### src/design/spkat_pkg.sv
`default_nettype none
// ----------------------------------------------------------------------------
// spkat_pkg
// Shared types and codes for the sorted pair-key activation table.
// ----------------------------------------------------------------------------
package spkat_pkg;

    localparam logic OP_ACTIVATE = 1'b0;
    localparam logic OP_QUERY    = 1'b1;

    localparam logic [1:0] CODE_OK      = 2'd0;
    localparam logic [1:0] CODE_NOT_ACK = 2'd1;
    localparam logic [1:0] CODE_PREREQ  = 2'd2;
    localparam logic [1:0] CODE_FULL    = 2'd3;

    typedef struct packed {
        logic               op;
        logic        [63:0] primary_key;
        logic        [63:0] secondary_key;
        logic signed [63:0] activation_time;
        logic               acknowledged;
        logic               prereqs_met;
    } cmd_t;

    typedef struct packed {
        logic [1:0] result_code;
        logic       is_active;
        logic [6:0] entries_used;
    } result_t;

    typedef struct packed {
        logic [63:0] pk;
        logic [63:0] sk;
    } key_t;

    typedef struct packed {
        key_t               key;
        logic signed [63:0] tm;
    } entry_t;

    // per-cycle commands broadcast to every cell
    typedef struct packed {
        logic compare;
        logic insert;
        logic retime;
    } cell_ctrl_t;

endpackage : spkat_pkg
`default_nettype wire

### src/design/spkat_cell.sv
`default_nettype none
// ----------------------------------------------------------------------------
// spkat_cell
// One table slot: holds an entry, compares it against the incoming key,
// takes its lower neighbor's entry or the new entry on insertion, and takes the new time on a retime.
// ----------------------------------------------------------------------------
module spkat_cell #(
    parameter int unsigned INDEX = 0,
    parameter int unsigned CW    = 7
) (
    input  logic                   clk,
    input  logic                   rst_n,
    input  spkat_pkg::cell_ctrl_t  ctrl,
    input  spkat_pkg::key_t        key_in,
    input  spkat_pkg::entry_t      new_entry,
    input  spkat_pkg::entry_t      prev_entry,
    input  logic                   prev_below,
    input  logic [CW-1:0]          count,
    output spkat_pkg::entry_t      entry,
    output logic                   below,
    output logic                   eq
);
    import spkat_pkg::*;

    entry_t entry_reg;
    logic   below_reg;
    logic   eq_reg;
    logic   occupied;
    logic   pk_eq;
    logic   below_next;
    logic   eq_next;

    assign occupied   = CW'(INDEX) < count;
    assign pk_eq      = entry_reg.key.pk == key_in.pk;
    assign below_next = occupied && ((entry_reg.key.pk < key_in.pk) ||
                                     (pk_eq && (entry_reg.key.sk < key_in.sk)));
    assign eq_next    = occupied && pk_eq && (entry_reg.key.sk == key_in.sk);

    always_ff @(posedge clk or negedge rst_n)
    begin
        if (!rst_n)
        begin
            below_reg <= 1'b0;
            eq_reg    <= 1'b0;
        end
        else if (ctrl.compare)
        begin
            below_reg <= below_next;
            eq_reg    <= eq_next;
        end
    end

    // shift up behind the insertion point, load the new entry at it; on a retime rewrite the matching entry's time
    always_ff @(posedge clk)
    begin
        if (ctrl.insert && !below_reg)
        begin
            entry_reg <= prev_below ? new_entry : prev_entry;
        end
        else if (ctrl.retime && eq_reg)
        begin
            entry_reg.tm <= new_entry.tm;
        end
    end

    assign entry = entry_reg;
    assign below = below_reg;
    assign eq    = eq_reg;

endmodule : spkat_cell
`default_nettype wire

### config.mk
export PLATFORM = sky130hd
export DESIGN_NAME = spkat_cell
export DESIGN_NICKNAME = d
export VERILOG_FILES = /design/src/design/spkat_pkg.sv /design/src/design/spkat_cell.sv
export SDC_FILE = /design/constraint.sdc
export NUM_CORES = 1
export LEC_CHECK = 0
export ABC_AREA = 1
export BUFFER_PORTS_ARGS = -buffer_cell sky130_fd_sc_hd__buf_2
export CELL_PAD_IN_SITES_DETAIL_PLACEMENT = 1
export CELL_PAD_IN_SITES_GLOBAL_PLACEMENT = 2
export CORE_AREA = 2 2 279 281
export DETAILED_ROUTE_END_ITERATION = 8
export DIE_AREA = 0 0 281 283
export GPL_ROUTABILITY_DRIVEN = 1
export PLACE_DENSITY_LB_ADDON = 0.1
export SETUP_SLACK_MARGIN = 0.3
export SLEW_MARGIN = 20
export SYNTH_ARGS = -nofsm -noshare
export SYNTH_HDL_FRONTEND = slang
export SYNTH_SLANG_ARGS = --single-unit
### constraint.sdc
create_clock -name clk -period 13.2 [get_ports clk]
set_clock_uncertainty 0.15 [all_clocks]
set_input_delay 1.98 -clock clk [delete_from_list [all_inputs] [get_ports clk]]
set_output_delay 1.98 -clock clk [all_outputs]
set_load 0.05 [all_outputs]
-- Word-level counts from Yosys, hierarchy flattened
Cells that the tools add are included.
- $lt $le $gt $ge: 3
- equal/unequal tests: 2
- muxes and demuxes: 3
- reduce and logical (&&, ||, !) cells: 9
- operators by type and width (cell ; count):
    192-bit 2-to-1 mux ; 1
    64-bit == test ; 2
    64-bit < comparator ; 2
    64-bit 2-to-1 mux ; 2
    1-bit by 7-bit < comparator with 1-bit output (first input constant) ; 1
    1-bit logical AND ; 6
    2-bit nonzero test ; 1
    1-bit logical NOT ; 1
    1-bit logical OR ; 1
- register bits after elaboration: 194
- bits of input ports: 525
- output and inout port bits: 194
- logic and storage cells: 22

-- Longest topological paths before layout
- depth in word-level cells: 4
- gate-level depth with buffers: 18
- depth with buffers taken out: 18

-- Worst setup path before layout
Ideal clock, no wire load.
- path type: input to register
- start point: in ctrl[1] (netlist bit)
- end point: reg entry_reg, in the netlist entry[0] (enable)
- setup time: 424 ps
- arrival time: 8985 ps
- data required time: 12626 ps
- slack: 3641 ps
- stages on the path: 4
- path buffers: 0
- cell sequence: inv_1 > nor2_1 > inv_2 > nand2_1
- word-level cells in the longest chain between the ends: 2
- RTL lines (what ; line ; RTL):
    start: declaration ; spkat_cell.sv:13 ; input spkat_pkg::cell_ctrl_t ctrl,
    1-bit logical AND ; spkat_cell.sv:56 ; if (ctrl.insert && !below_reg)
    2-bit nonzero test (no source line) ; - ;
    end signal: assignment ; spkat_cell.sv:58 ; entry_reg <= prev_below ? new_entry : prev_entry;
    end: declaration ; spkat_cell.sv:25 ; entry_t entry_reg;
No other way between the ends.
A chain may end at the register's enable or synchronous reset.

-- Final worst setup path
- start point: in ctrl[1] (netlist bit)
- end point: reg entry_reg, in the netlist entry[48], data pin
- word-level cells in the longest chain between the ends: 2
- RTL lines (what ; line):
    1-bit logical AND ; spkat_cell.sv:56
    64-bit 2-to-1 mux ; spkat_cell.sv:56
No other way between the ends.

==> reports/metrics.yaml <==
clocking:
  tritoncts: "yes"
  ctsHoldBuffers: 0
  cts_root_buf: "clkbuf_16"
  htreeDepth: 4
  postCtsSetupBuffers: 0
  clk_latency_ns: 0.50
  ctsResizeCount: 0
  clkSlewWorstSetupHoldPaths_ns: 0.08
  cts.sinks: 194
  cts_buffers: 17
  clockBufferDepth: 2
routing:
  viasPerCell: 3.65
  wl_per_cell_um: 19.2
  antenna_left: 0
  num_vias: 10569
  routed_wirelength_um: 55700
  drt_iter0_markers: 271
  route.detailed.drc: 0
  dr.pass1.iters: 4
floorplanning:
  fp.dieW_um: 281
  die_h_um: 283
  core_sq_mm: 0.0767
  core.rowCount: 102
  ioPinCount: 719
  die_area_sq_mm: 0.0795
  initial_core_util: 0.151
logic_synthesis:
  syn-num-nets: 1770
  synth_area_sq_mm: 0.0116
  synthSimpleGateAreaFrac: 0.132
  netlist.area_leader.share: 0.499
  synth_top_family_by_area: "adder cells"
  yosysSeqAreaShare: 0.503
  yosys-top-cells-area: "edfxtp_1 (50%), ha_1 (14%), mux2_1 (12%), nand2_1 (11%), inv_1 (4.9%)"
  synth.distinct_cells: 22
  synth-xor-area-share: 0
  yosys.area.top_type: "edfxtp_1"
  muxShareOfSynthArea: 0.125
  synth-seq-cells: 194
  yosysWarnings: 0
  synth_adder_area_share: 0.139
  synth-compound-area-share: 0.0405
  synthCells: 1117
  syn_avg_cell_area_sq_um: 10.4
run:
  maxCapViolCount: 0
setup_path:
  start_kind: "input pin"
  r2r_slack_ns: 10.54
  critPathKind: "input pin to flop"
  worstPathArrival_ns: 3.81
  critPathLaunch: "ctrl[1]"
  r2r_start: "below"
  crit_fanout: 65
  required_ns: 13.28
  worst_setup_path_end_kind: "flop"
  rr_worst_depth: 8
  r2r_end: "entry[48]"
timing:
  tns_ns: 0
  hold_slack_ns: 0.395
  setup_violations: 0
  worstMarginPinSlew_ns: 1.02
  period_needed_ns: 3.72
  hold_violations: 0
  grt_setup_unrepaired: "no"
  slew_headroom: 0.317
  drv_slew: 0
  max_freq_mhz: 269
  worst_slack_ns: 9.48
  fin_crit_sh: 0.282
cells_and_area:
  layout.nets: 2487
  final_cell_mix: "buf_2 (717), nand2_1 (329), edfxtp_1 (192), inv_1 (151), ha_1 (128)"
  final_common_cell: "buf_2"
  largest_reg_flops: 192
  syn_to_final_growth_pct: 47.2
  drive_above_1_share: 0.419
global_route:
  grt_usage: 0.140
  antenna_found_initial: 32
  grt_start_max_net_pins: 66
  grt_pass1_vias: 11805
  grt_remaining_overflow: 0
  grt_pass1_wl_um: 79200
worst_hold_path:
  hold_path.class: "flop to flop"
  hold_depth: 2
  min_to: "eq"
  min_from: "eq"
placed_design:
  dp_slack_ns: 8.83
  numPortBuffers: 718
  gp_congestion: 0.746
  place_hpwl_um: 47100
outcome:
  status: "finished clean"
power_and_ir_drop:
  peakVddDrop_mv: 0.0769
  p_per_area_mw_per_mm2: 109
  p_leak_nw: 8.43
## worst max-delay path by stage
stage | slack (ns) | end | cells past startpoint
floorplan | 3.64 | entry[0] | 4
global placement | 8.85 | entry[22] | 10
detailed placement | 8.83 | entry[23] | 10
CTS | 9.39 | entry[48] | 10
global route | 9.27 | entry[48] | 10
finish | 9.48 | entry[48] | 10
## critical path: stages
cell and delay (ns):
buf_2 0.08, inv_1 0.06, nor2_4 0.17, inv_2 0.09
nor2_4 0.08, buf_4 0.59, inv_2 0.11, buf_4 0.36
nand2_1 0.14, nand2_1 0.06
## synthesized netlist by cell type
master    number
nand2_1      330
o21ai_0        8
mux2_2         8
edfxtp_1     192
nor2_2         3
buf_2         20
dfrtp_1        2
nand4_1        6
mux2_1       120
nor3_1         2
nand3_1        8
ha_1         128
inv_1        151
nor2_1        47
nor4_1         1
inv_2          4
o21a_1         6
clkbuf_1       7
a21o_1         4
o31ai_1        1
a21oi_1       61
o21ai_1        8
## per-layer routing
| layer | GRT usage | vias up | share of wire |
|---|---|---|---|
| met4 | 0.0381 | 44 | 0.017 |
| met5 | 0 | - | 0.0050 |
| met1 | 0.130 | 4836 | 0.34 |
| met2 | 0.265 | 403 | 0.53 |
| li1 | - | 5203 | - |
| met3 | 0.0688 | 83 | 0.11 |
## kinds of logic after synthesis
group	count (synthesis)
AO/OA/AOI/OAI	88
adder cells (fa/ha/maj)	128
buffers and inverters	182
flip-flops	194
multiplexers	128
AND/OR/NAND/NOR	397
## metrics by stage
step	instance area [sq um]	cells	util	power, W
4_1_cts	17000	2887	0.222	0.00192
5_1_grt	17000	2891	0.222	0.00197
3_3_place_gp	16400	2855	0.214	0.00132
3_5_place_dp	16400	2855	0.214	0.00132
6_report	17000	2893	0.222	0.00186
2_1_floorplan	11600	1117	-	0.00111
## cell type report
| cell class | instances | area, sq um |
|---|---|---|
| antenna | 6 | 15.0 |
| sequential | 194 | 5820 |
| fill | 9104 | 59700 |
| clock buffer | 18 | 429 |
| tap | 1040 | 1300 |
| multi-input combinational | 741 | 5060 |
| timing repair buffer | 725 | 3650 |
| clock inverter | 14 | 165 |
| inverter | 155 | 582 |
## power by group
part | switching [W] | total [W] | internal [W]
Sequential | 0.0000284 | 0.000774 | 0.000746
Combinational | 0.000351 | 0.000512 | 0.000162
Clock | 0.000301 | 0.000573 | 0.000272
Total | 0.000680 | 0.00186 | 0.00118
(Power assumes the default switching activity.)
